**src/design/alle_pkg.sv**
```systemverilog
// ----------------------------------------------------------------------------
// alle_pkg
// Shared codes, widths and word types of the array linked list engine.
// ----------------------------------------------------------------------------
package alle_pkg;

    localparam int DATA_W      = 32;
    localparam int KIND_W      = 3;
    localparam int STATUS_W    = 3;
    localparam int SLOT_W      = 4;
    localparam int MAX_RESULTS = 16;

    // Operation codes
    localparam logic [KIND_W-1:0] KIND_INS_HEAD  = 3'd0;
    localparam logic [KIND_W-1:0] KIND_INS_TAIL  = 3'd1;
    localparam logic [KIND_W-1:0] KIND_INS_AFTER = 3'd2;
    localparam logic [KIND_W-1:0] KIND_DEL_HEAD  = 3'd3;
    localparam logic [KIND_W-1:0] KIND_DEL_TAIL  = 3'd4;
    localparam logic [KIND_W-1:0] KIND_DEL_AFTER = 3'd5;
    localparam logic [KIND_W-1:0] KIND_LIST      = 3'd6;
    // Kind 7 carries no operation
    localparam logic [KIND_W-1:0] KIND_UNUSED    = 3'd7;

    // Status codes
    localparam logic [STATUS_W-1:0] ST_OK        = 3'd0;
    localparam logic [STATUS_W-1:0] ST_FULL      = 3'd1;
    localparam logic [STATUS_W-1:0] ST_EMPTY     = 3'd2;
    localparam logic [STATUS_W-1:0] ST_NOT_FOUND = 3'd3;
    localparam logic [STATUS_W-1:0] ST_NO_SUCC   = 3'd4;

    // One result word
    typedef struct packed {
        logic [STATUS_W-1:0] status;
        logic [DATA_W-1:0]   data;
        logic [SLOT_W-1:0]   slot;
        logic                last;
    } res_t;

    // Write strobes toward the node store
    typedef struct packed {
        logic data_we;
        logic link_we;
    } mem_we_t;

endpackage

```
**src/design/array_linked_list_engine_core.sv**
```systemverilog
// ----------------------------------------------------------------------------
// array_linked_list_engine_core
// Singly linked list with a free list, kept in a store of NODE_COUNT slots.
// ----------------------------------------------------------------------------
// One operation is taken at a time; in_ready is high only between operations.
// Tail insert, tail delete, insert-after, delete-after and list walk the
// list through a node store with registered read data, one link per cycle;
// a list emits one element per cycle while the consumer takes them, capped
// at MAX_RESULTS (16) results, or NODE_COUNT if fewer. Results pass through a
// one-word output register, so a stalled consumer pauses the operation but
// never loses a word. There is no clearing pass after reset.
module array_linked_list_engine_core #(
    parameter int NODE_COUNT = 16
) (
    input  logic                          clk,
    input  logic                          rst_n,
    input  logic                          in_valid,
    output logic                          in_ready,
    input  logic [alle_pkg::KIND_W-1:0]   kind,
    input  logic signed [alle_pkg::DATA_W-1:0] key,
    input  logic signed [alle_pkg::DATA_W-1:0] value,
    output logic                          out_valid,
    input  logic                          out_ready,
    output logic [alle_pkg::STATUS_W-1:0] status,
    output logic signed [alle_pkg::DATA_W-1:0] data_out,
    output logic [alle_pkg::SLOT_W-1:0]   slot,
    output logic                          last
);
    import alle_pkg::*;

    localparam int IW = $clog2(NODE_COUNT);
    localparam int LW = $clog2(NODE_COUNT + 1);

    logic [IW-1:0]     rd_addr;
    logic [DATA_W-1:0] rd_data;
    logic [LW-1:0]     rd_link;
    mem_we_t           we;
    logic [IW-1:0]     data_wr_addr;
    logic [DATA_W-1:0] data_wr_value;
    logic [IW-1:0]     link_wr_addr;
    logic [LW-1:0]     link_wr_value;
    logic              res_push;
    logic              res_room;
    res_t              res;
    logic              out_valid_reg;
    res_t              out_res_reg;

    alle_ctrl #(
        .NODE_COUNT (NODE_COUNT),
        .IW         (IW),
        .LW         (LW)
    ) u_ctrl (
        .clk           (clk),
        .rst_n         (rst_n),
        .in_valid      (in_valid),
        .in_ready      (in_ready),
        .kind          (kind),
        .key           (key),
        .value         (value),
        .rd_addr       (rd_addr),
        .rd_data       (rd_data),
        .rd_link       (rd_link),
        .we            (we),
        .data_wr_addr  (data_wr_addr),
        .data_wr_value (data_wr_value),
        .link_wr_addr  (link_wr_addr),
        .link_wr_value (link_wr_value),
        .res_push      (res_push),
        .res_room      (res_room),
        .res           (res)
    );

    alle_node_store #(
        .NODE_COUNT (NODE_COUNT),
        .IW         (IW),
        .LW         (LW)
    ) u_store (
        .clk           (clk),
        .rst_n         (rst_n),
        .rd_addr       (rd_addr),
        .rd_data       (rd_data),
        .rd_link       (rd_link),
        .we            (we),
        .data_wr_addr  (data_wr_addr),
        .data_wr_value (data_wr_value),
        .link_wr_addr  (link_wr_addr),
        .link_wr_value (link_wr_value)
    );

    // Output word register: accept a new word when empty or being drained
    assign res_room = !out_valid_reg || out_ready;

    always_ff @(posedge clk or negedge rst_n)
    begin
        if (!rst_n)
        begin
            out_valid_reg <= 1'b0;
        end
        else if (res_push)
        begin
            out_valid_reg <= 1'b1;
        end
        else if (out_ready)
        begin
            out_valid_reg <= 1'b0;
        end
    end

    always_ff @(posedge clk)
    begin
        if (res_push)
        begin
            out_res_reg <= res;
        end
    end

    assign out_valid = out_valid_reg;
    assign status    = out_res_reg.status;
    assign data_out  = out_res_reg.data;
    assign slot      = out_res_reg.slot;
    assign last      = out_res_reg.last;

endmodule

```
**src/design/alle_node_store.sv**
```systemverilog
// ----------------------------------------------------------------------------
// alle_node_store
// Node data and link memories: one read port with registered data, one write
// port each. Link entries not yet written read as their reset link (i + 1).
// ----------------------------------------------------------------------------
module alle_node_store #(
    parameter int NODE_COUNT = 16,
    parameter int IW         = 4,
    parameter int LW         = 5
) (
    input  logic                      clk,
    input  logic                      rst_n,
    input  logic [IW-1:0]             rd_addr,
    output logic [alle_pkg::DATA_W-1:0] rd_data,
    output logic [LW-1:0]             rd_link,
    input  alle_pkg::mem_we_t         we,
    input  logic [IW-1:0]             data_wr_addr,
    input  logic [alle_pkg::DATA_W-1:0] data_wr_value,
    input  logic [IW-1:0]             link_wr_addr,
    input  logic [LW-1:0]             link_wr_value
);
    import alle_pkg::*;

    logic [DATA_W-1:0]     data_mem [NODE_COUNT];
    logic [LW-1:0]         link_mem [NODE_COUNT];
    logic [NODE_COUNT-1:0] vld_reg;
    logic [DATA_W-1:0]     rd_data_reg;
    logic [LW-1:0]         rd_link_reg;

    // Mark link entries once written
    always_ff @(posedge clk or negedge rst_n)
    begin
        if (!rst_n)
        begin
            vld_reg <= '0;
        end
        else if (we.link_we)
        begin
            vld_reg[link_wr_addr] <= 1'b1;
        end
    end

    // Data memory: write, registered read
    always_ff @(posedge clk)
    begin
        if (we.data_we)
        begin
            data_mem[data_wr_addr] <= data_wr_value;
        end
        rd_data_reg <= data_mem[rd_addr];
    end

    // Link memory: write, registered read with reset link for unwritten entries
    always_ff @(posedge clk)
    begin
        if (we.link_we)
        begin
            link_mem[link_wr_addr] <= link_wr_value;
        end
        rd_link_reg <= vld_reg[rd_addr] ? link_mem[rd_addr] : (LW'(rd_addr) + LW'(1));
    end

    assign rd_data = rd_data_reg;
    assign rd_link = rd_link_reg;

endmodule

```
**src/design/alle_ctrl.sv**
```systemverilog
// ----------------------------------------------------------------------------
// alle_ctrl
// Operation sequencer: holds head and free-list pointers, walks the list one
// link per cycle through the node store and produces result words.
// ----------------------------------------------------------------------------
module alle_ctrl #(
    parameter int NODE_COUNT = 16,
    parameter int IW         = 4,
    parameter int LW         = 5
) (
    input  logic                        clk,
    input  logic                        rst_n,
    input  logic                        in_valid,
    output logic                        in_ready,
    input  logic [alle_pkg::KIND_W-1:0] kind,
    input  logic [alle_pkg::DATA_W-1:0] key,
    input  logic [alle_pkg::DATA_W-1:0] value,
    output logic [IW-1:0]               rd_addr,
    input  logic [alle_pkg::DATA_W-1:0] rd_data,
    input  logic [LW-1:0]               rd_link,
    output alle_pkg::mem_we_t           we,
    output logic [IW-1:0]               data_wr_addr,
    output logic [alle_pkg::DATA_W-1:0] data_wr_value,
    output logic [IW-1:0]               link_wr_addr,
    output logic [LW-1:0]               link_wr_value,
    output logic                        res_push,
    input  logic                        res_room,
    output alle_pkg::res_t              res
);
    import alle_pkg::*;

    localparam int LIST_CAP = (NODE_COUNT < MAX_RESULTS) ? NODE_COUNT : MAX_RESULTS;
    localparam int CW       = $clog2(LIST_CAP);
    localparam logic [LW-1:0] NIL = LW'(NODE_COUNT);

    typedef enum logic [2:0] {
        S_IDLE,
        S_WALK,
        S_INS,
        S_DHEAD,
        S_DAFTER,
        S_WR2,
        S_LIST,
        S_RESP
    } state_t;

    state_t              state_reg, state_next;
    logic [KIND_W-1:0]   kind_reg, kind_next;
    logic [DATA_W-1:0]   key_reg, key_next;
    logic [DATA_W-1:0]   value_reg, value_next;
    logic [LW-1:0]       head_reg, head_next;
    logic [LW-1:0]       free_reg, free_next;
    logic [LW-1:0]       cur_reg, cur_next;
    logic [LW-1:0]       prev_reg, prev_next;
    logic [LW-1:0]       plink_reg, plink_next;
    logic [LW-1:0]       wr2_addr_reg, wr2_addr_next;
    logic [LW-1:0]       wr2_data_reg, wr2_data_next;
    logic [CW-1:0]       cnt_reg, cnt_next;
    logic [STATUS_W-1:0] res_status_reg, res_status_next;
    logic [DATA_W-1:0]   res_data_reg, res_data_next;
    logic [SLOT_W-1:0]   res_slot_reg, res_slot_next;
    logic                link_nil;

    // Low slot bits of a node index, zero-extended for small stores
    function automatic logic [SLOT_W-1:0] to_slot(input logic [LW-1:0] s);
        logic [LW+SLOT_W-1:0] w;
        w = {{SLOT_W{1'b0}}, s};
        return w[SLOT_W-1:0];
    endfunction

    assign link_nil = (rd_link == NIL);
    assign in_ready = (state_reg == S_IDLE);

    // Sequence one operation
    always_comb
    begin
        state_next      = state_reg;
        kind_next       = kind_reg;
        key_next        = key_reg;
        value_next      = value_reg;
        head_next       = head_reg;
        free_next       = free_reg;
        cur_next        = cur_reg;
        prev_next       = prev_reg;
        plink_next      = plink_reg;
        wr2_addr_next   = wr2_addr_reg;
        wr2_data_next   = wr2_data_reg;
        cnt_next        = cnt_reg;
        res_status_next = res_status_reg;
        res_data_next   = res_data_reg;
        res_slot_next   = res_slot_reg;
        rd_addr         = cur_reg[IW-1:0];
        we              = '0;
        data_wr_addr    = free_reg[IW-1:0];
        data_wr_value   = value_reg;
        link_wr_addr    = cur_reg[IW-1:0];
        link_wr_value   = free_reg;
        res_push        = 1'b0;
        res.status      = res_status_reg;
        res.data        = res_data_reg;
        res.slot        = res_slot_reg;
        res.last        = 1'b1;

        unique case (state_reg)
            S_IDLE:
            begin
                // Start a new operation
                res_status_next = ST_OK;
                res_data_next   = '0;
                res_slot_next   = '0;
                if (in_valid)
                begin
                    kind_next  = kind;
                    key_next   = key;
                    value_next = value;
                    prev_next  = NIL;
                    cnt_next   = '0;
                    cur_next   = head_reg;
                    rd_addr    = head_reg[IW-1:0];
                    case (kind) inside
                        KIND_INS_HEAD, KIND_INS_TAIL:
                        begin
                            if (free_reg == NIL)
                            begin
                                res_status_next = ST_FULL;
                                state_next      = S_RESP;
                            end
                            else
                            begin
                                rd_addr    = free_reg[IW-1:0];
                                state_next = S_INS;
                            end
                        end
                        KIND_INS_AFTER, KIND_DEL_AFTER, KIND_DEL_TAIL:
                        begin
                            if (head_reg == NIL)
                            begin
                                res_status_next = ST_EMPTY;
                                state_next      = S_RESP;
                            end
                            else
                            begin
                                state_next = S_WALK;
                            end
                        end
                        KIND_DEL_HEAD:
                        begin
                            if (head_reg == NIL)
                            begin
                                res_status_next = ST_EMPTY;
                                state_next      = S_RESP;
                            end
                            else
                            begin
                                state_next = S_DHEAD;
                            end
                        end
                        KIND_LIST:
                        begin
                            if (head_reg == NIL)
                            begin
                                res_status_next = ST_EMPTY;
                                state_next      = S_RESP;
                            end
                            else
                            begin
                                state_next = S_LIST;
                            end
                        end
                        default:
                        begin
                            // Unused code: drop without a result
                            state_next = S_IDLE;
                        end
                    endcase
                end
            end

            S_WALK:
            begin
                case (kind_reg) inside
                    KIND_INS_AFTER, KIND_DEL_AFTER:
                    begin
                        if (rd_data == key_reg)
                        begin
                            // Key found at the current node
                            wr2_addr_next = cur_reg;
                            plink_next    = rd_link;
                            if (kind_reg == KIND_INS_AFTER)
                            begin
                                if (free_reg == NIL)
                                begin
                                    res_status_next = ST_FULL;
                                    state_next      = S_RESP;
                                end
                                else
                                begin
                                    rd_addr    = free_reg[IW-1:0];
                                    state_next = S_INS;
                                end
                            end
                            else if (link_nil)
                            begin
                                res_status_next = ST_NO_SUCC;
                                state_next      = S_RESP;
                            end
                            else
                            begin
                                rd_addr    = rd_link[IW-1:0];
                                cur_next   = rd_link;
                                state_next = S_DAFTER;
                            end
                        end
                        else if (link_nil)
                        begin
                            res_status_next = ST_NOT_FOUND;
                            state_next      = S_RESP;
                        end
                        else
                        begin
                            rd_addr  = rd_link[IW-1:0];
                            cur_next = rd_link;
                        end
                    end
                    KIND_INS_TAIL:
                    begin
                        if (link_nil)
                        begin
                            // Hook the new node behind the tail
                            we.link_we    = 1'b1;
                            link_wr_value = wr2_data_reg;
                            state_next    = S_RESP;
                        end
                        else
                        begin
                            rd_addr  = rd_link[IW-1:0];
                            cur_next = rd_link;
                        end
                    end
                    KIND_DEL_TAIL:
                    begin
                        if (link_nil)
                        begin
                            // Return the tail to the free list
                            we.link_we      = 1'b1;
                            free_next       = cur_reg;
                            res_data_next   = rd_data;
                            res_slot_next   = to_slot(cur_reg);
                            if (prev_reg == NIL)
                            begin
                                head_next  = NIL;
                                state_next = S_RESP;
                            end
                            else
                            begin
                                wr2_addr_next = prev_reg;
                                wr2_data_next = NIL;
                                state_next    = S_WR2;
                            end
                        end
                        else
                        begin
                            prev_next = cur_reg;
                            rd_addr   = rd_link[IW-1:0];
                            cur_next  = rd_link;
                        end
                    end
                    default:
                    begin
                        state_next = S_IDLE;
                    end
                endcase
            end

            S_INS:
            begin
                // Take the free head, store the value and link the node
                free_next     = rd_link;
                we.data_we    = 1'b1;
                we.link_we    = 1'b1;
                link_wr_addr  = free_reg[IW-1:0];
                wr2_data_next = free_reg;
                res_data_next = value_reg;
                res_slot_next = to_slot(free_reg);
                case (kind_reg)
                    KIND_INS_HEAD:
                    begin
                        link_wr_value = head_reg;
                        head_next     = free_reg;
                        state_next    = S_RESP;
                    end
                    KIND_INS_AFTER:
                    begin
                        link_wr_value = plink_reg;
                        state_next    = S_WR2;
                    end
                    default:
                    begin
                        link_wr_value = NIL;
                        if (head_reg == NIL)
                        begin
                            head_next  = free_reg;
                            state_next = S_RESP;
                        end
                        else
                        begin
                            rd_addr    = head_reg[IW-1:0];
                            cur_next   = head_reg;
                            state_next = S_WALK;
                        end
                    end
                endcase
            end

            S_DHEAD:
            begin
                // Unlink the head and free it
                head_next     = rd_link;
                we.link_we    = 1'b1;
                free_next     = cur_reg;
                res_data_next = rd_data;
                res_slot_next = to_slot(cur_reg);
                state_next    = S_RESP;
            end

            S_DAFTER:
            begin
                // Bridge over the successor, then free it
                we.link_we    = 1'b1;
                link_wr_addr  = wr2_addr_reg[IW-1:0];
                link_wr_value = rd_link;
                wr2_addr_next = cur_reg;
                wr2_data_next = free_reg;
                free_next     = cur_reg;
                res_data_next = rd_data;
                res_slot_next = to_slot(cur_reg);
                state_next    = S_WR2;
            end

            S_WR2:
            begin
                we.link_we    = 1'b1;
                link_wr_addr  = wr2_addr_reg[IW-1:0];
                link_wr_value = wr2_data_reg;
                state_next    = S_RESP;
            end

            S_LIST:
            begin
                // Emit one element per cycle; hold the read while stalled
                res.status = ST_OK;
                res.data   = rd_data;
                res.slot   = to_slot(cur_reg);
                res.last   = link_nil || (cnt_reg == CW'(LIST_CAP - 1));
                if (res_room)
                begin
                    res_push = 1'b1;
                    if (res.last)
                    begin
                        state_next = S_IDLE;
                    end
                    else
                    begin
                        rd_addr  = rd_link[IW-1:0];
                        cur_next = rd_link;
                        cnt_next = cnt_reg + CW'(1);
                    end
                end
            end

            S_RESP:
            begin
                if (res_room)
                begin
                    res_push   = 1'b1;
                    state_next = S_IDLE;
                end
            end

            default:
            begin
                state_next = S_IDLE;
            end
        endcase
    end

    // Hold state and pointers
    always_ff @(posedge clk or negedge rst_n)
    begin
        if (!rst_n)
        begin
            state_reg      <= S_IDLE;
            kind_reg       <= '0;
            key_reg        <= '0;
            value_reg      <= '0;
            head_reg       <= NIL;
            free_reg       <= '0;
            cur_reg        <= '0;
            prev_reg       <= NIL;
            plink_reg      <= NIL;
            wr2_addr_reg   <= '0;
            wr2_data_reg   <= '0;
            cnt_reg        <= '0;
            res_status_reg <= ST_OK;
            res_data_reg   <= '0;
            res_slot_reg   <= '0;
        end
        else
        begin
            state_reg      <= state_next;
            kind_reg       <= kind_next;
            key_reg        <= key_next;
            value_reg      <= value_next;
            head_reg       <= head_next;
            free_reg       <= free_next;
            cur_reg        <= cur_next;
            prev_reg       <= prev_next;
            plink_reg      <= plink_next;
            wr2_addr_reg   <= wr2_addr_next;
            wr2_data_reg   <= wr2_data_next;
            cnt_reg        <= cnt_next;
            res_status_reg <= res_status_next;
            res_data_reg   <= res_data_next;
            res_slot_reg   <= res_slot_next;
        end
    end

endmodule

```
**config.mk**
```make
export PLATFORM = sky130hd
export DESIGN_NAME = array_linked_list_engine_core
export DESIGN_NICKNAME = d
export VERILOG_FILES = /design/src/design/alle_pkg.sv /design/src/design/array_linked_list_engine_core.sv /design/src/design/alle_node_store.sv /design/src/design/alle_ctrl.sv
export SDC_FILE = /design/constraint.sdc
export NUM_CORES = 1
export LEC_CHECK = 0
export BUFFER_PORTS_ARGS = -buffer_cell sky130_fd_sc_hd__buf_2
export CAP_MARGIN = 40
export CORE_MARGIN = 2
export CORE_UTILIZATION = 35
export CTS_BUF_LIST = sky130_fd_sc_hd__clkbuf_16
export DETAILED_ROUTE_END_ITERATION = 10
export GPL_ROUTABILITY_DRIVEN = 0
export HOLD_SLACK_MARGIN = 0.15
export PLACE_DENSITY = 0.54
export SYNTH_ARGS = -nofsm -noshare
export SYNTH_HDL_FRONTEND = slang
export SYNTH_SLANG_ARGS = --single-unit
export TNS_END_PERCENT = 30
```
**constraint.sdc**
```tcl
create_clock -name clk -period 3.5 [get_ports clk]
set_input_delay 0.175 -clock clk [delete_from_list [all_inputs] [get_ports clk]]
set_output_delay 0.175 -clock clk [all_outputs]
set_load 0.01 [all_outputs]
```
# == Yosys cells after proc, flatten, opt, wreduce, memory -nomap -nowiden ==
# Memory sizes are Yosys's and may differ from the RTL's. A register that Yosys moved wholly into a read port is not among the register bits.
# Cells that the tools add are included.
# totals
mem_count,2
inputBits,71
output_inout_bits,42
elab_cells,255
ramBits,592
reg_bits,209
# mem_list
name,depth,width,read_ports,rd_ports_with_merged_regs,write_ports,line,rtl
u_store.data_mem,16,32,1,1,1,alle_node_store.sv:24,logic [DATA_W-1:0] data_mem [NODE_COUNT];
u_store.link_mem,16,5,1,0,1,alle_node_store.sv:25,logic [LW-1:0] link_mem [NODE_COUNT];
# classes
reduce_logical,38
bitwise,1
eq_ne,51
n_lt_le_gt_ge,3
muxes,136
add_sub_neg,2
# ops
op,n
$mux W5,35
$mux W32,4
$pmux W32 S4,1
$mux W4,27
$mux W3,24
$pmux W5 S2,4
$pmux W5 S4,2
$mux W37,1
$eq A32 B32 Y1,1
$pmux W4 S4,2
$pmux W5 S3,2
$eq A3 B3 Y1 const B,9
$ne A2 B2 Y1 const B,12
$pmux W4 S2,3
$pmux W3 S7,1
$eq A5 B5 Y1 const B,4
$reduce_and A5 Y1,4
$reduce_and A6 Y1,3
$mux W1,17
$mux W2,8
$or A16 B16 Y16,1
$reduce_and A8 Y1,2
$reduce_or A2 Y1,8
$eq A3 B2 Y1 const B,5
29 further kinds,51

# == Longest topological paths before layout ==
# Gate-level depths: netlist of run 1.
# depth
depth_word,9
ltp_mapped,16
mapped_depth_nobuf,12

# == By module ==
# Synthesis of run 1 repeated with hierarchy kept, for this count alone.
# hier_totals
cells_unflattened,2121
hier_area_um2,33638.5
# by_module_without_submodules
mod,cells_each,area_each_um2,instances,seq_area_each_um2
alle_node_store,1077,24233.2,1,18918.1
alle_ctrl,1001,8156.6,1,3682.3
array_linked_list_engine_core,43,1248.7,1,1226.2

# == Worst setup path before layout of run 1 ==
# Ideal clock, no wire load.
# synth_timing
path_kind,register -> register
start,reg u_ctrl.state_reg[0]
end,"mem u_store.data_mem[5][0], enable pin"
n_path_buf,3
stages_incl_launch_ff,8
required_ps,3079
period_less_slack_ps,3567
setup_slack_ps,-67
t_arrival_ps,3145
setup_ps,421
cell_sequence,dfrtp_1 -> buf_2 -> nor2_1 -> and2_1 -> clkbuf_1 -> clkbuf_1 -> nand3b_1 -> nor2_1
# synth_between
elab_chain_len,4
# synth_rtl
item,line,rtl
start: declaration,alle_ctrl.sv:47,"state_t state_reg, state_next;"
start signal: assignment,alle_ctrl.sv:410,state_reg <= state_next;
$eq A3 B2 Y1,alle_ctrl.sv:104,unique case (state_reg)
$mux W1,alle_ctrl.sv:104,
$mux W1,alle_node_store.sv:46,if (we.data_we)
$mux W1 (not written as such),alle_node_store.sv:48,data_mem[data_wr_addr] <= data_wr_value;
end: declaration,alle_node_store.sv:24,
# No other way between the ends.

# == Final worst setup path of run 1 ==
# layout_timing
start,reg u_ctrl.key_reg[12]
end,reg u_store.rd_link_reg[0] (netlist: u_store.rd_link[0])
# layout_between
elab_chain_len,7
elab_cells_between_ends,9
classes_between,add/sub: 1; eq/ne: 1; mux: 6; memory: 1
# layout_rtl
item,line,rtl
start: declaration,alle_ctrl.sv:49,"logic [DATA_W-1:0] key_reg, key_next;"
start signal: assignment,alle_ctrl.sv:412,key_reg <= key_next;
$eq A32 B32 Y1 *,alle_ctrl.sv:184,if (rd_data == key_reg)
$mux W4 *,alle_ctrl.sv:184,
$mux W4 *,alle_ctrl.sv:181,case (kind_reg) inside
$pmux W4 S4 *,alle_ctrl.sv:104,
$bmux W1 S4,alle_node_store.sv:60,rd_link_reg <= vld_reg[rd_addr] ? link_mem[rd_addr] : (LW'(rd_addr) + LW'(1));
$mux W1 (not written as such),alle_node_store.sv:60,
$mux W5 *,alle_node_store.sv:60,
end signal: assignment,alle_node_store.sv:60,
end: declaration,alle_node_store.sv:28,logic [LW-1:0] rd_link_reg;
# Mark *: on every way between the ends. The rest lies on a longest branch, timed or not. The select of a mux whose other input is x is not followed.
# A chain may end at the register's enable or synchronous reset.

==> impl_summary.md, run 1 <==
Setup path
The signal on the critical path passes through xnor2_2, nand4_1, nor4_2, buf_4, nand3_2, a2111o_2, buf_6, buf_12, mux2i_1, mux2_2, o22ai_1, a221oi_1, mux2i_1. The setup check on the worst reg-to-reg path leaves a slack of -0.16 ns. Along the worst path, the maximum fanout reaches 20. The worst register-to-register path begins at u_ctrl.key_reg[12]. The data arrival at the endpoint of the critical path is 4.22 ns. The worst stage delay on the critical path is 0.55 ns.

STA classifies the critical path endpoint as a register. The worst setup path is of the reg -> reg kind. The critical path starts at u_ctrl.key_reg[12]. The cell repeated most along the worst path is sky130_fd_sc_hd__mux2i_1. STA classifies the critical path startpoint as a register. The slowest stage of the critical path is the sky130_fd_sc_hd__a2111o_2 cell. The required time at the endpoint of the critical path is 4.06 ns. The number of buffers and inverters on the critical path is 3. The kind of cell with the highest combined delay along the critical path is compound AO/OA/AOI/OAI gates.

Clock tree
The number of buffers between clock root and the deepest sink is 3. The tree built by TritonCTS fans out to 833 sinks. TritonCTS built the clock tree. Clock latency on the worst-skew pair, taken at its later pin, is 0.67 ns.

The maximum level of the CTS H-tree is 3. In this run the clock root is driven by a sky130_fd_sc_hd__clkbuf_16. The clock slew seen by the registers of the worst setup and hold paths is 0.06 ns. In this run, CTS created clock tree buffers numbering 87.

Global routing
The first global-routing pass estimated 148000 µm of wire. Across every metal layer, demand over resource in global routing totals 19.46%. Summed over all layers, the global routing overflow is 0. The number of global-route vias before repair is 22474. The number of antenna violations at the first check in global routing came to 2.

Entering global routing, the biggest net connects 90 pins.

Logic synthesis
When the netlist entered floorplanning its net count stood at 2687. After synthesis, the netlist uses 78 different library cells. For this run, the number of Yosys warnings is 0. Sequential cells were found to cover 68.71% of the synthesized design area. The synthesized instance count is 2614. Each instance of the synthesized netlist takes up on average 13.27 µm².

For this run, the leading register cell type out of synthesis is sky130_fd_sc_hd__edfxtp_1. In this run, synthesis inferred 632 flip-flops with an integrated enable. The fraction of synthesis flops using an asynchronous set or reset pin is 19.69%.

The synthesized design contains 833 register bits. The total standard cell area after synthesis is 0.03468 mm².

Cells and area
The flip-flop count of the largest register after layout is 512. The largest registers in the layout are u_store.data_mem: 512 flops, u_store.link_mem: 80 flops. Cells with a size suffix above 1 make up 19.89% of the layout. From synthesis to final layout, the design area changed by 20.74%. The number of standard cells in the final layout excluding fillers is 4279. Leaving out fill and tap cells, the most frequent cell in the layout is sky130_fd_sc_hd__edfxtp_1.

The library cells used most frequently in the layout, excluding fill and tap cells, are sky130_fd_sc_hd__edfxtp_1, sky130_fd_sc_hd__nand2_1, sky130_fd_sc_hd__mux2i_1. The final-stage net count is 2990. The repair_antennas step left the layout with diodes totalling 0.

u_store.data_mem holds more flip-flops than any other register.

Floorplan
The horizontal extent of the die is 318.8 µm. The region available for standard cell placement spans 0.09828 mm². After floorplanning, the core was divided into 115 placement rows. The number of I/O pins is 113. The initial utilization of the core area, before any placement, comes to 35.28%. The floorplan die height is 318.8 µm.

The die covers 0.1016 mm².

Drt
The aggregate routed wire length is 100100 µm. In the routed layout, each cell is associated on average with a via count of 5.322. The DRC violation count after routing is 0. The detail route stage leaves a number of antenna-violating nets equal to 0. The detailed router placed 22773 vias in this run. The detailed-routing wirelength on met1 is 45120 µm. For this run, the detailed router's first-pass iteration total came to 8. The per-cell routed wire length is 23.40 µm.

The highest metal layer with signal wires is met4. In the detailed route, the total length drawn on met3 is 5863 µm. Wire segments on met2 add up to 46170 µm in the final route. The first-iteration detailed-routing DRC count is 2420.

Run status
The flow ran to the end, but the final reports show violations. The checks that failed: negative setup slack.

Power and ir drop
VDD sags by at most 0.001002 V. The leakage dissipation is 16.01 nW. Summing internal, switching and leakage power gives 47.59 mW. In this run the power density over the cells is 1137 mW/mm².

STA
The share of the clock period used by the worst path is 104.7%. Setup violations remaining at the end of the flow were counted as 31. Subtracting the final worst setup slack from the clock period gives 3.664 ns. The count of final hold-check violations is 0. The worst relative slew slack is 39.67%. Setup repair after global routing could not meet its margin everywhere. Across all setup checks in the final design, the least slack found is -0.1637 ns. The worst-case clock skew is 0.04831 ns. At the pin with the least slew margin, the transition time is 0.9049 ns. The count of pins over their slew limit is 0. Static timing analysis puts the maximum clock frequency at 0.2729 GHz.

The worst hold-check slack is 0.1523 ns.

Placed design
The quantity of I/O buffers inserted on ports is 112. The half-perimeter wire length after detailed placement is 60550 µm. The number of instances in the placed design is 4033.

Hold path
The worst hold path belongs to the class in -> async.

Run
Max-cap violations in this run came to 0.
## cells by family after synthesis
family                     count (synthesis)  synth area share, %
DFF                                      833                68.71
and+or+nand+nor                          808                9.840
AOI/OAI and AO/OA                        412                7.960
muxes                                    336                10.09
buffers and inverters                    186                2.389
xor gates and xnor gates                  37               0.9345
adders and majority gates                  2              0.07215
## tightest hold or removal path: stages
cell and delay, ns:
sky130_fd_sc_hd__dlygate4sd3_1 0.55, sky130_fd_sc_hd__clkbuf_8 0.17, sky130_fd_sc_hd__buf_16 0.30
## power by group
group          internal, mW  switching [mW]
sequential             13.7            1.94
clock                  4.96            3.86
combinational          9.71            13.4
## metrics by stage
step / TNS, ns / utilization [%] / setup slack, ns / instance area [µm²]
after floorplan: -21.74 / - / -0.06658 / 34680
after global placement: -22.84 / 38.64 / -0.7188 / 37980
after detailed placement: -24.35 / 38.70 / -0.7544 / 38030
after CTS: -2.563 / 42.51 / -0.1781 / 41780
after global routing: -5.100 / 42.60 / -0.2252 / 41870
final: -2.054 / 42.60 / -0.1637 / 41870
## layout make-up
cell class,instances,area (µm²)
Clock inverter,76,539.3
Inverter,19,76.32
Multi-Input combinational cell,1595,10350
Timing Repair Buffer,381,3266
Sequential cell,833,23830
Tap cell,1287,1610
Fill cell,8941,56410
Clock buffer,88,2202
## Yosys cell counts, types with 18 or more instances
master | n | share of area (%)
sky130_fd_sc_hd__a22oi_1 | 42 | 0.91
sky130_fd_sc_hd__buf_2 | 41 | 0.59
sky130_fd_sc_hd__edfxtp_1 | 632 | 55
sky130_fd_sc_hd__xnor2_1 | 36 | 0.91
sky130_fd_sc_hd__dfxtp_1 | 37 | 2.1
sky130_fd_sc_hd__inv_1 | 18 | 0.19
sky130_fd_sc_hd__a311oi_1 | 34 | 0.86
sky130_fd_sc_hd__clkbuf_1 | 93 | 1.0
sky130_fd_sc_hd__a31oi_1 | 37 | 0.67
sky130_fd_sc_hd__nand2_1 | 494 | 5.3
sky130_fd_sc_hd__a21oi_1 | 121 | 1.7
sky130_fd_sc_hd__mux2_2 | 83 | 2.7
sky130_fd_sc_hd__mux2i_1 | 248 | 7.2
sky130_fd_sc_hd__nor2_1 | 190 | 2.1
sky130_fd_sc_hd__dfrtp_1 | 161 | 12
sky130_fd_sc_hd__o21ai_0 | 43 | 0.62
sky130_fd_sc_hd__a211oi_1 | 67 | 1.5
## final timing paths
path                                             to  depth (start not counted)
max                              u_store.rd_link[0]                         13
min                        u_ctrl.data_wr_value[29]                          3
max reg2reg                      u_store.rd_link[0]                         13
min reg2reg                      u_store.vld_reg[6]                          1
max in group asynchronous        u_ctrl.prev_reg[4]                          4
min in group clk                          out_valid                          5
## what timing repair did
action	in CTS	in global routing
setup buffers	5	3
setup endpoints to repair	38	37
pin swaps	26	17
gates resized for setup	29	15
hold buffers	70	0
gates cloned	4	0
hold endpoints to repair	179	0
## layer usage
layer  vias to the layer above  track usage (%)
met5                         -                0
met4                         0            5.866
met3                       233            2.826
met2                       807            31.15
met1                     11502            27.42
li1                      10231                -
Note: power is estimated with default switching activity, not from simulation.
==> inputs of run 2 (changes only) <==
--- a/config.mk
+++ b/config.mk
@@ -10,6 +10,7 @@
 export CORE_MARGIN = 2
 export CORE_UTILIZATION = 35
 export CTS_BUF_LIST = sky130_fd_sc_hd__clkbuf_16
+export CTS_CLUSTER_DIAMETER = 30
 export DETAILED_ROUTE_END_ITERATION = 10
 export GPL_ROUTABILITY_DRIVEN = 0
 export HOLD_SLACK_MARGIN = 0.15
==> constraint.sdc (replaced) <==
create_clock -name clk -period 3.5 [get_ports clk]
set_input_delay 0.525 -clock clk [delete_from_list [all_inputs] [get_ports clk]]
set_output_delay 0.525 -clock clk [all_outputs]
set_load 0.01 [all_outputs]
==> impl_summary.md, run 2 (synthesis results as in run 1) <==
Run status
The flow ran to the end, but the final reports show violations. The final reports fail on negative setup slack.

STA
The final number of setup-violating endpoints is 24. The share of the clock period used by the worst path is 104.1%. The count of final hold-check violations is 0. Setup repair after global routing could not meet its margin everywhere. The fmax is 0.2746 GHz.

The clock arrives with 0.04109 ns of skew. In this run the tightest slew margin relative to its limit is 42.77%. The count of pins over their slew limit is 0.

After layout, the minimum clock period comes to 3.642 ns. The worst-case setup margin in the final layout is -0.1421 ns. The slew at the pin closest to its max-slew limit is 0.8551 ns. Summed over all failing endpoints, the final setup total negative slack is -1.495 ns.

Clock tree
The number of CTS-inserted buffers is 172. The clock sink count is 833. The tree is rooted in a sky130_fd_sc_hd__clkbuf_16. TritonCTS built the clock tree. The clock slew seen by the registers of the worst setup and hold paths is 0.05 ns.

The number of buffers between clock root and the deepest sink is 3. The maximum level of the CTS H-tree is 4. For the worst-skew pair, the clock arrives at the later sink with an insertion delay of 0.75 ns.

Setup path
The sort of element at the start of the critical path is a register. The largest single stage delay on the critical path is 0.49 ns. The worst setup path is of the reg -> reg kind. For this design, the slowest cell found on the critical path is sky130_fd_sc_hd__mux4_2. The required time at the endpoint of the critical path is 4.13 ns.

STA classifies the critical path endpoint as a register. In this run the worst path has a maximum fanout of 5. The critical path goes through xnor2_4, nand4_1, nor4_4, buf_4, nand3_4, buf_4, mux2_4, o21ai_4, a21oi_1, a311o_1, mux4_2, mux2_4. The data arrival at the endpoint of the critical path is 4.27 ns.

Cells and area
Summing all non-filler instances in the final layout gives an area of 0.04585 mm². The flip-flop count of the largest register after layout is 512. Leaving out fill and tap cells, the most frequent cell in the layout is sky130_fd_sc_hd__edfxtp_1.

The area growth from synthesis to layout is 32.23%. The register ranked first by flip-flop count is u_store.data_mem. In the final layout, the registers with the most flip-flops are u_store.data_mem: 512 flops, u_store.link_mem: 80 flops.

Cells with a size suffix above 1 make up 25.98% of the layout. The number of inserted diodes is 0. In the final design database the tool counted 3104 nets. The library cells used most frequently in the layout, excluding fill and tap cells, are sky130_fd_sc_hd__edfxtp_1, sky130_fd_sc_hd__nand2_1, sky130_fd_sc_hd__mux2i_1.

Global routing
The maximum number of pins on one net before global-route repair is 85. The total overflow left after global routing is 0. The number of global-route vias before repair is 23698. The met3 routing resource usage after global routing is 3.461%.

Global routing consumed, over all layers together, 19.83% of the routing resources. For met2 alone, demand over resource in global routing was 31.42%. The first global-routing pass estimated 150900 µm of wire. Global routing used 27.43% of the available met1 tracks.

The number of antenna violations at the first check in global routing is 0. After global routing, the most crowded layer is met2.

Drt
The ratio of routed vias to standard cells is 5.261. The first-iteration detailed-routing DRC count is 1786. Detailed routing inserted a total of 23516 vias. The aggregate routed wire length is 101900 µm. For this run, design rule violations remaining after detail routing come to 0. In the final routed layout, each cell accounts on average for 22.80 µm. Before antenna repair, the detailed router went through 6 iterations. The post-detailed-route count of antenna-violating nets is 0.

Floorplan
The number of I/O pins is 113. The core footprint is 0.09828 mm². The die covers 0.1016 mm². The initialized floorplan defines 115 standard-cell rows. In this run the horizontal extent of the chip is 318.8 µm.

Measured along the y axis, the die boundary spans 318.8 µm. The starting utilization of the core area is 35.28%.

Power and ir drop
The total power density per cell area is 1260 mW/mm². The design draws 57.78 mW. In this run the static leakage power is 17.83 nW. The maximum ir drop on the vdd rail is 0.0009053 V.

Hold path
The worst hold-check path type is in -> reg.

Placed design
Summing all placed instances gives a cell area of 0.03819 mm². In this run the tool buffered the top-level ports with 112 buffer cells. The half-perimeter wire length after detailed placement is 59490 µm.

Run
Across the run, the number of max-cap violations was 0.
## run 2: cell types whose count changed in the layout (fill, tap and decap cells not counted), sizes merged
cell / previous run / this run
buf: 307 / 334
bufinv: 5 / 23
clkinv: 34 / 68
clkinvlp: 2 / 25
o21ai: 48 / 49
dlygate4sd3: 70 / 66
clkbuf: 89 / 179
bufbuf: 3 / 5
## run 2: what timing repair did
action | CTS | global route
endpoints found under the setup margin | 37 | 37
resized for setup | 56 | 48
hold buffers | 66 | 0
pin swaps | 36 | 27
buffers inserted | 4 | 10
endpoints found under the hold margin | 99 | 0
cloned | 11 | 4
## run 2: cell type report
type | instances | area [µm²]
repair buffers | 409 | 3830
clock inverters | 151 | 1632
flip-flops and latches | 833 | 23830
clock buffers | 175 | 4379
multi-input cells | 1596 | 10490
inverters | 19 | 76.32
well taps | 1287 | 1610
fillers | 8616 | 52430
## run 2: worst max-delay path: cells and delay by family (launching register included)
| family | cells | cell delay (ns) |
|---|---|---|
| xor gates and xnor gates | 1 | 0.25 |
| muxes | 3 | 1.09 |
| and+or+nand+nor | 3 | 0.75 |
| buffers and inverters | 2 | 0.36 |
| DFF | 1 | 0.44 |
| AOI/OAI and AO/OA | 3 | 0.65 |
## run 2: path summary, 6_finish.rpt
| path | startpoint | to | slack (ns) | cells after the start |
|---|---|---|---|---|
| max | u_ctrl.key_reg[25] | u_store.rd_link[3] | -0.14 | 12 |
| min | kind[1] | u_ctrl.kind_reg[1] | 0.20 | 4 |
| max reg2reg | u_ctrl.key_reg[25] | u_store.rd_link[3] | -0.14 | 12 |
| min reg2reg | u_store.vld_reg[15] | u_store.vld_reg[15] | 0.47 | 1 |
| max in group asynchronous | rst_n | u_ctrl.res_data_reg[15] | 2.27 | 3 |
| min in group asynchronous | rst_n | u_ctrl.data_wr_value[29] | 0.34 | 2 |
## run 2: power by group
part / internal (mW) / switching (mW)
registers: 13.7 / 1.93
clock network: 10.9 / 5.51
logic: 11.4 / 14.3
## run 2: metrics by stage
step	utilization, %	setup slack [ns]	std cells	hold WS [ns]
global route	46.65	-0.2704	4470	0.1925
detailed placement	38.86	-0.7532	4050	0.4525
finish	46.65	-0.1421	4470	0.2012
floorplan	-	-0.06658	2614	0.2294
global placement	38.83	-0.6416	4049	0.4501
CTS	46.29	-0.1451	4457	0.1676
## run 2: routing by layer
layer  part of all wire (%)  wire [µm]  vias to the layer above
met1                     45      45920                    11862
li1                       -          -                    10578
met3                    6.0       6095                      183
met5                      0          0                        -
met4                    2.6       2674                        0
met2                     46      47220                      893
